$ cat src/sv/wpom_pkg.sv
// Shared types, codes and character helpers of the word pattern matcher.
// Used by wpom_cell and word_pattern_occurrence_matcher_top; no dependencies.
package wpom_pkg;

    localparam int ACTION_W = 2;
    localparam int SLOT_W   = 4;
    localparam int INDEX_W  = 4;
    localparam int OCC_W    = 4;
    localparam int POS_W    = 32;
    localparam int COUNT_W  = 5;

    localparam logic [ACTION_W-1:0] ACT_LOAD = 2'd0;
    localparam logic [ACTION_W-1:0] ACT_CHAR = 2'd1;
    localparam logic [ACTION_W-1:0] ACT_END  = 2'd2;

    // Control broadcast from the top level to every pattern cell.
    typedef struct packed {
        logic              load;
        logic [SLOT_W-1:0] slot;
        logic              char_step;
        logic              word_end;
        logic              advance;
    } cell_ctrl_t;

    function automatic logic [7:0] fold_char(input logic [7:0] c);
        if (c >= 8'h41 && c <= 8'h5A) begin
            return c + 8'h20;
        end
        return c;
    endfunction

    // Space, punctuation, backslash, double quote, CR, LF and NUL.
    function automatic logic is_delim(input logic [7:0] c);
        logic hit;
        hit = (c == 8'h00) || (c == 8'h0A) || (c == 8'h0D)
            || (c >= 8'h20 && c <= 8'h2F)
            || (c >= 8'h3A && c <= 8'h40)
            || (c >= 8'h5B && c <= 8'h60)
            || (c >= 8'h7B && c <= 8'h7E);
        return hit;
    endfunction

endpackage

$ cat src/sv/word_pattern_occurrence_matcher_top.sv
// Word ends set pending bits in matching cells, read out by the output register.
// Throughput: one transaction per cycle while s_ready is high; s_ready stays low
// while reports are pending, one report per cycle unless m_ready stalls.
// Reset (aresetn low, synchronous) clears counts, flags, window, word counter and
// pattern_count; the pattern table is not cleared and must be loaded before use.
// Depends on wpom_pkg and wpom_cell.
module word_pattern_occurrence_matcher_top #(
    parameter int PATTERNS         = 16,
    parameter int PATTERN_CHARS    = 4,
    parameter int KEEP_PER_PATTERN = 10
) (
    input  logic                            aclk,
    input  logic                            aresetn,
    // input channel
    input  logic                            s_valid,
    output logic                            s_ready,
    input  logic [wpom_pkg::ACTION_W-1:0]   s_action,
    input  logic [7:0]                      s_character,
    input  logic [wpom_pkg::SLOT_W-1:0]     s_pattern_slot,
    input  logic [31:0]                     s_pattern_text,
    input  logic [2:0]                      s_pattern_length,
    // result channel
    output logic                            m_valid,
    input  logic                            m_ready,
    output logic [wpom_pkg::INDEX_W-1:0]    m_pattern_index,
    output logic [wpom_pkg::POS_W-1:0]      m_word_position,
    output logic [wpom_pkg::OCC_W-1:0]      m_occurrence_number,
    output logic                            m_last,
    // configuration port
    input  logic                            psel,
    input  logic                            penable,
    input  logic                            pwrite,
    input  logic [2:0]                      paddr,
    input  logic [31:0]                     pwdata,
    output logic [31:0]                     prdata,
    output logic                            pready
);

    localparam int LEN_W = $clog2(PATTERN_CHARS + 1);

    // ------------------------------------------------------------------
    // Configuration: a single register, pattern_count, at byte addresses 0 to 3.
    // ------------------------------------------------------------------
    logic [wpom_pkg::COUNT_W-1:0] pattern_count_reg, pattern_count_next;
    logic                         cfg_write;

    assign pready    = 1'b1;
    assign cfg_write = psel && penable && pwrite && pready && (paddr[2] == 1'b0);
    assign prdata    = (paddr[2] == 1'b0) ? {27'b0, pattern_count_reg} : 32'b0;

    always_comb begin
        pattern_count_next = pattern_count_reg;
        if (cfg_write) begin
            pattern_count_next = pwdata[wpom_pkg::COUNT_W-1:0];
        end
    end

    // ------------------------------------------------------------------
    // Input side: classify the transaction and advance the word window.
    // ------------------------------------------------------------------
    logic                         accept, is_char, delim;
    logic                         char_step, word_end;
    logic [8*PATTERN_CHARS-1:0]   window_reg, window_next;
    logic [LEN_W-1:0]             chars_reg, chars_next;
    logic [wpom_pkg::POS_W-1:0]   word_counter_reg, word_counter_next;
    logic [8*PATTERN_CHARS-1:0]   pat_bytes;
    logic [LEN_W-1:0]             pat_len;
    logic [63:0]                  text_wide;
    logic [PATTERNS-1:0]          pend_vec, sel_vec;
    logic                         any_pend;

    assign any_pend = |pend_vec;
    // Hold off new transactions while a word end still has reports to hand out.
    assign s_ready  = !any_pend;
    assign accept   = s_valid && s_ready;
    assign is_char  = accept && (s_action == wpom_pkg::ACT_CHAR);
    assign delim    = wpom_pkg::is_delim(s_character);
    assign char_step = is_char && !delim;
    // A delimiter or end of text closes the word only if it holds characters.
    assign word_end = ((is_char && delim) || (accept && (s_action == wpom_pkg::ACT_END)))
                      && (chars_reg != '0);

    always_comb begin
        window_next       = window_reg;
        chars_next        = chars_reg;
        word_counter_next = word_counter_reg;
        if (char_step) begin
            // Newest character enters byte 0, oldest drops off the top.
            window_next = {window_reg[8*PATTERN_CHARS-1:0] << 8};
            window_next[7:0] = wpom_pkg::fold_char(s_character);
            if (int'(chars_reg) < PATTERN_CHARS) begin
                chars_next = chars_reg + 1'b1;
            end
        end
        if (word_end) begin
            window_next = '0;
            chars_next  = '0;
            if (word_counter_reg != '1) begin
                word_counter_next = word_counter_reg + 1'b1;
            end
        end
    end

    // Lowercase the pattern bytes and cut the length to the window size.
    always_comb begin
        text_wide = {32'b0, s_pattern_text};
        for (int k = 0; k < PATTERN_CHARS; k++) begin
            pat_bytes[8*k +: 8] = wpom_pkg::fold_char(text_wide[8*k +: 8]);
        end
        if (int'(s_pattern_length) > PATTERN_CHARS) begin
            pat_len = LEN_W'(PATTERN_CHARS);
        end else begin
            pat_len = LEN_W'(s_pattern_length);
        end
    end

    // ------------------------------------------------------------------
    // Row of pattern cells, chained by the "earlier cell pending" signal.
    // ------------------------------------------------------------------
    wpom_pkg::cell_ctrl_t         ctrl;
    logic                         out_free;
    logic                         m_valid_reg, m_valid_next;
    logic [PATTERNS:0]            chain;
    logic [wpom_pkg::OCC_W-1:0]   cell_count [PATTERNS];

    assign out_free = !m_valid_reg || m_ready;

    always_comb begin
        ctrl.load      = accept && (s_action == wpom_pkg::ACT_LOAD);
        ctrl.slot      = s_pattern_slot;
        ctrl.char_step = char_step;
        ctrl.word_end  = word_end;
        ctrl.advance   = out_free;
    end

    assign chain[0] = 1'b0;

    for (genvar i = 0; i < PATTERNS; i++) begin : g_cell
        wpom_cell #(
            .IDX              (i),
            .PATTERN_CHARS    (PATTERN_CHARS),
            .KEEP_PER_PATTERN (KEEP_PER_PATTERN)
        ) u_cell (
            .aclk          (aclk),
            .aresetn       (aresetn),
            .ctrl          (ctrl),
            .pattern_count (pattern_count_reg),
            .pat_bytes     (pat_bytes),
            .pat_len       (pat_len),
            .window        (window_next),
            .word_chars    (chars_next),
            .prior_in      (chain[i]),
            .prior_out     (chain[i+1]),
            .pend          (pend_vec[i]),
            .sel           (sel_vec[i]),
            .count         (cell_count[i])
        );
    end

    // ------------------------------------------------------------------
    // Output register: take the lowest pending cell whenever it is free.
    // ------------------------------------------------------------------
    logic [wpom_pkg::INDEX_W-1:0] index_reg, index_next, sel_index;
    logic [wpom_pkg::POS_W-1:0]   position_reg, position_next;
    logic [wpom_pkg::OCC_W-1:0]   occ_reg, occ_next, sel_count;
    logic                         last_reg, last_next;

    always_comb begin
        sel_index = '0;
        sel_count = '0;
        for (int i = 0; i < PATTERNS; i++) begin
            if (sel_vec[i]) begin
                sel_index = sel_index | wpom_pkg::INDEX_W'(i);
                sel_count = sel_count | cell_count[i];
            end
        end
    end

    always_comb begin
        m_valid_next  = m_valid_reg;
        index_next    = index_reg;
        position_next = position_reg;
        occ_next      = occ_reg;
        last_next     = last_reg;
        if (out_free && any_pend) begin
            m_valid_next  = 1'b1;
            index_next    = sel_index;
            position_next = word_counter_reg;
            occ_next      = sel_count;
            // Last report of this word end when nothing else stays pending.
            last_next     = ((pend_vec & ~sel_vec) == '0);
        end else if (m_ready) begin
            m_valid_next = 1'b0;
        end
    end

    assign m_valid             = m_valid_reg;
    assign m_pattern_index     = index_reg;
    assign m_word_position     = position_reg;
    assign m_occurrence_number = occ_reg;
    assign m_last              = last_reg;

    always_ff @(posedge aclk) begin
        index_reg    <= index_next;
        position_reg <= position_next;
        occ_reg      <= occ_next;
        last_reg     <= last_next;
        if (!aresetn) begin
            pattern_count_reg <= '0;
            window_reg        <= '0;
            chars_reg         <= '0;
            word_counter_reg  <= '0;
            m_valid_reg       <= 1'b0;
        end else begin
            pattern_count_reg <= pattern_count_next;
            window_reg        <= window_next;
            chars_reg         <= chars_next;
            word_counter_reg  <= word_counter_next;
            m_valid_reg       <= m_valid_next;
        end
    end

endmodule

$ cat src/sv/wpom_cell.sv
// One pattern cell: stored pattern, sticky match flag, occurrence count and
// pending report bit, with a priority chain to its neighbours. Uses wpom_pkg.
module wpom_cell #(
    parameter int IDX              = 0,
    parameter int PATTERN_CHARS    = 4,
    parameter int KEEP_PER_PATTERN = 10
) (
    input  logic                               aclk,
    input  logic                               aresetn,
    input  wpom_pkg::cell_ctrl_t               ctrl,
    input  logic [wpom_pkg::COUNT_W-1:0]       pattern_count,
    input  logic [8*PATTERN_CHARS-1:0]         pat_bytes,
    input  logic [$clog2(PATTERN_CHARS+1)-1:0] pat_len,
    input  logic [8*PATTERN_CHARS-1:0]         window,
    input  logic [$clog2(PATTERN_CHARS+1)-1:0] word_chars,
    input  logic                               prior_in,
    output logic                               prior_out,
    output logic                               pend,
    output logic                               sel,
    output logic [wpom_pkg::OCC_W-1:0]         count
);

    localparam int LEN_W = $clog2(PATTERN_CHARS + 1);

    // Pattern stored reversed: byte j pairs with window byte j (newest first).
    logic [8*PATTERN_CHARS-1:0] rev_reg, rev_next;
    logic [LEN_W-1:0]           len_reg, len_next;
    logic [wpom_pkg::OCC_W-1:0] count_reg, count_next;
    logic                       flag_reg, flag_next;
    logic                       pend_reg, pend_next;
    logic                       active, hit, match, mismatch;

    always_comb begin
        active = (32'(pattern_count) > IDX);
        hit    = ctrl.load && (32'(ctrl.slot) == IDX);
        mismatch = 1'b0;
        for (int j = 0; j < PATTERN_CHARS; j++) begin
            if (j < int'(len_reg) && rev_reg[8*j +: 8] != window[8*j +: 8]) begin
                mismatch = 1'b1;
            end
        end
        match = !mismatch && (word_chars >= len_reg);
    end

    assign sel       = pend_reg && !prior_in;
    assign prior_out = prior_in || pend_reg;
    assign pend      = pend_reg;
    assign count     = count_reg;

    always_comb begin
        rev_next   = rev_reg;
        len_next   = len_reg;
        count_next = count_reg;
        flag_next  = flag_reg;
        pend_next  = pend_reg;
        if (hit) begin
            rev_next = '0;
            for (int j = 0; j < PATTERN_CHARS; j++) begin
                for (int k = 0; k < PATTERN_CHARS; k++) begin
                    if (j < int'(pat_len) && (k + j + 1) == int'(pat_len)) begin
                        rev_next[8*j +: 8] = pat_bytes[8*k +: 8];
                    end
                end
            end
            len_next   = pat_len;
            count_next = '0;
            flag_next  = 1'b0;
        end
        if (ctrl.char_step && active && match) begin
            flag_next = 1'b1;
        end
        if (ctrl.word_end) begin
            pend_next = flag_reg && active
                        && (32'(count_reg) < KEEP_PER_PATTERN);
            flag_next = 1'b0;
        end
        if (ctrl.advance && sel) begin
            pend_next  = 1'b0;
            count_next = count_reg + 1'b1;
        end
    end

    always_ff @(posedge aclk) begin
        rev_reg <= rev_next;
        len_reg <= len_next;
        if (!aresetn) begin
            count_reg <= '0;
            flag_reg  <= 1'b0;
            pend_reg  <= 1'b0;
        end else begin
            count_reg <= count_next;
            flag_reg  <= flag_next;
            pend_reg  <= pend_next;
        end
    end

endmodule

$ cat config.mk
export PLATFORM = sky130hd
export DESIGN_NAME = word_pattern_occurrence_matcher_top
export DESIGN_NICKNAME = d
export VERILOG_FILES = /design/src/sv/wpom_pkg.sv /design/src/sv/word_pattern_occurrence_matcher_top.sv /design/src/sv/wpom_cell.sv
export SDC_FILE = /design/constraint.sdc
export NUM_CORES = 1
export LEC_CHECK = 0
export BUFFER_PORTS_ARGS = -buffer_cell sky130_fd_sc_hd__buf_2
export CAP_MARGIN = 10
export CORE_ASPECT_RATIO = 1.5
export CORE_MARGIN = 8
export CORE_UTILIZATION = 50
export DETAILED_ROUTE_END_ITERATION = 8
export HOLD_SLACK_MARGIN = 0.12
export PLACE_DENSITY_LB_ADDON = 0.08
export RECOVER_POWER = 100
export SYNTH_ARGS = -nofsm -noshare
export SYNTH_HDL_FRONTEND = slang
export SYNTH_SLANG_ARGS = --single-unit
$ cat constraint.sdc
create_clock -name aclk -period 6.5 [get_ports aclk]
set_input_delay 0.65 -clock aclk [delete_from_list [all_inputs] [get_ports aclk]]
set_output_delay 0.65 -clock aclk [all_outputs]
set_load 0.005 [all_outputs]
==> flow_metrics.env <==
export IMPL_clockBufferDepth=3
export IMPL_drc=0
export IMPL_worstReg2RegStart="g_cell[2].u_cell.pend$_SDFFE_PP0P_"
export IMPL_clock_latency_ns=0.64
export IMPL_worstPathArrival_ns=6.45
export IMPL_cts_tree="done"
export IMPL_grt_met1_usage_pct=30.8
export IMPL_vdd_drop_max_mv=0.168
export IMPL_worstSetupStartpointType="register"
export IMPL_fin_tns_setup_ns=0
export IMPL_fmax_mhz=170
export IMPL_antenna_found_initial=1
export IMPL_place_hpwl_um=77200
export IMPL_avgViaCountPerCell=6.22
export IMPL_first_global_vias=27400
export IMPL_timing_critical_path_max_delay_family="simple AND/OR/NAND/NOR gates"
export IMPL_cp_max_fo=20
export IMPL_final_nets=3614
export IMPL_maxCapViolations=36
export IMPL_synth_edf_count=601
export IMPL_dp_cells=4370
export IMPL_rows=123
export IMPL_synth_flop_cell="edfxtp_1"
export IMPL_synth_top_area_share_pct=48.3
export IMPL_hold_path_cell_count=3
export IMPL_synth_most_common_cell="edfxtp_1"
export IMPL_grt_max_degree=98
export IMPL_slew_headroom_pct=-209
export IMPL_vias=28100
export IMPL_required_ns=7.06
export IMPL_grt_use_met2_pct=46.3
export IMPL_cts_buffers=77
export IMPL_p_leak_nw=14.8
export IMPL_status="complete, but fails checks"
export IMPL_r2r_cells=11
export IMPL_crit_end="g_cell[9].u_cell.flag_reg$_SDFFE_PP0P_"
export IMPL_synthTopCellsByCount="601 x edfxtp_1, 403 x a21oi_1, 275 x and3_1"
export IMPL_synth_area_um2=37400
export IMPL_cpMostUsedCell="nor3_1"
export IMPL_yosys_register_bits=770
export IMPL_violations="capacitance limit, slew limit"
export IMPL_ys_warn_count=0
export IMPL_drt_first_pass_iters=6
export IMPL_track_usage_pct=26.7
export IMPL_largest_reg_flops=512
export IMPL_syn_to_final_growth_pct=11.2
export IMPL_r2r_end="g_cell[9].u_cell.flag_reg$_SDFFE_PP0P_"
export IMPL_detail_route_wl_per_cell_um=25.4
export IMPL_worst_setup_path_end_kind="register"
export IMPL_slowest_delay_ns=0.84
export IMPL_crit_type="register to register"
export IMPL_die_x_um=239
export IMPL_synth_async_reset_ratio_pct=0
export IMPL_critPathLaunch="g_cell[2].u_cell.pend$_SDFFE_PP0P_"
export IMPL_slew_violations=1048
export IMPL_fin_crit_sh_pct=90.6
export IMPL_synthTopCellsByArea="edfxtp_1 48%, dfxtp_1 9.1%, a21oi_1 5.4%, xor2_1 5.4%, and3_1 4.6%"
export IMPL_yosysTopAreaCell="edfxtp_1"
export IMPL_post_cts_buffers=0
export IMPL_root_buffer="clkbuf_16"
export IMPL_drt_total_wl_um=114000
export IMPL_gp_congestion=0.892
export IMPL_clkSinkCount=770
export IMPL_start_util_pct=50.1
export IMPL_critPathSlowestCell="nor4_1"
export IMPL_hold_buffers=0
export IMPL_io_pins=167
export IMPL_drtAntennaViolNets=0
export IMPL_fillers=6416
export IMPL_rsz0062_at_grt="no"
export IMPL_layout_cells_non_filler=4513
export IMPL_synth_cell_types=75
export IMPL_finalSetupViolations=0
export IMPL_crit_buf_inv=1
export IMPL_ff2ff_setup_slack_ns=0.61
export IMPL_power_density_nw_per_um2=246
export IMPL_die_h_um=351
export IMPL_cp_cell_sequence="nor4_1 -> and4b_1 -> and4_1 -> nand3_1 -> clkbuf_1 -> and3_1 -> a211oi_1 -> nand4_1 -> nor3_1 -> nor3_1 -> o21ai_0"
export IMPL_final_core_util_pct=55.8
export IMPL_port_buffers=109
export IMPL_finClkSkew_ns=0.0227
export IMPL_worstMarginPinSlew_ns=4.64
export IMPL_postSynthCellCount=3357
export IMPL_top_usage_layer="met2"
export IMPL_path_clk_slew_ns=0.06
export IMPL_min_period_ns=5.89
export IMPL_synth_seq_area_share_pct=57.4
export IMPL_avgSynthCellArea_um2=11.1
export IMPL_use_met3_pct=3.69
export IMPL_hp_class="input port to register"
export IMPL_overflow=0
export IMPL_hold_violations=0
export IMPL_grt_pass1_wl_um=168000
export IMPL_drive_gt1_share_pct=9.11
export IMPL_core_um2=74500
export IMPL_htree_num_levels=3
export IMPL_drt_iter0_drc=2488
export IMPL_cp_depth=11
export IMPL_dieArea_um2=83900
export IMPL_cts_resized=0
-- placed cells by master, fill, tap and decap left out, types with 27 or more instances in the layout --
cell type  synthesis  layout
or3_1             35      35
clkbuf_1         143      94
nand2_1          189     189
inv_1             53      52
a211oi_1          27      27
xor2_1           230     230
ha_1              74      74
dfxtp_1          169     169
buf_2             41      73
clkbuf_16          0      79
and3_1           275     275
edfxtp_1         601     601
buf_4             42      74
nand2b_1          32      32
nand3_1           87      87
nor3_1            67      67
nand4_1           89      89
nor2_1           182     176
conb_1             2      28
xnor2_1           53      53
o21ai_0          108     115
nor4_1           120     120
a21oi_1          403     403
-- per-layer routing --
layer	wire length [um]	part of all wire, %
met2	56200	49
met3	7320	6.4
met1	42600	37
met5	0	0
met4	8350	7.3
-- worst reg2reg max path: cells and delay by family (launching register included) --
kind / cells / cell delay (ns)
AO/OA/AOI/OAI: 2 / 0.43
buffers and inverters: 1 / 0.56
flip-flops: 1 / 0.43
AND/OR/NAND/NOR: 8 / 4.42
-- power breakdown --
group | leakage [nW] | internal (mW) | switching [mW] | total [mW]
Combinational | 6.52 | 0.114 | 0.341 | 0.455
Sequential | 7.11 | 5.34 | 0.00985 | 5.35
Clock | 1.22 | 2.51 | 1.92 | 4.43
Total | 14.8 | 7.96 | 2.28 | 10.2
-- worst min path at each step --
stage / from / end / slack [ns]
2_1_floorplan: window_reg[31]$_SDFF_PN0_ / window_reg[31]$_SDFF_PN0_ / 0.43
3_3_place_gp: window_reg[31]$_SDFF_PN0_ / window_reg[31]$_SDFF_PN0_ / 0.45
3_5_place_dp: word_counter_reg[27]$_SDFFE_PN0P_ / m_word_position[27]$_DFFE_PP_ / 0.46
4_1_cts: pwdata[0] / pattern_count_reg[0]$_SDFFE_PN0P_ / 0.24
5_1_grt: pwdata[4] / pattern_count_reg[4]$_SDFFE_PN0P_ / 0.28
6_report: pwdata[3] / pattern_count_reg[3]$_SDFFE_PN0P_ / 0.27
-- stage by stage --
step	total power [mW]	hold WS (ns)	setup slack, ns	cell area, um^2
global placement	5.90	0.452	0.788	39300
floorplan	5.71	0.429	1.87	37400
finish	10.2	0.269	0.614	41500
detailed placement	5.92	0.460	0.768	39300
global route	10.5	0.276	0.290	41500
CTS	10.3	0.237	0.801	41800
-- cells by family (layout without fill, tap and decap cells) --
logic type	Yosys count	in the layout	synth area share [%]
xor+xnor	283	283	6.64
buf+inv	289	418	3.49
compound gates	732	732	12.1
simple gates	1177	1177	17.1
other cells	2	29	0.0201
fa+ha+maj	80	80	2.64
mux	24	24	0.670
flops	770	770	57.4
-- cell type report --
cell class	instances	area (um^2)	share of cell area, %
flip-flops and latches	770	21400	51.6
clock buffers	101	2080	5.01
multi-input cells	2324	15000	36.1
inverters	55	208	0.500
clock inverters	41	382	0.919
diodes	1	2.50	0.00602
well taps	1000	1250	3.01
repair buffers	221	1200	2.89
Power figures use the tool's default switching activity.
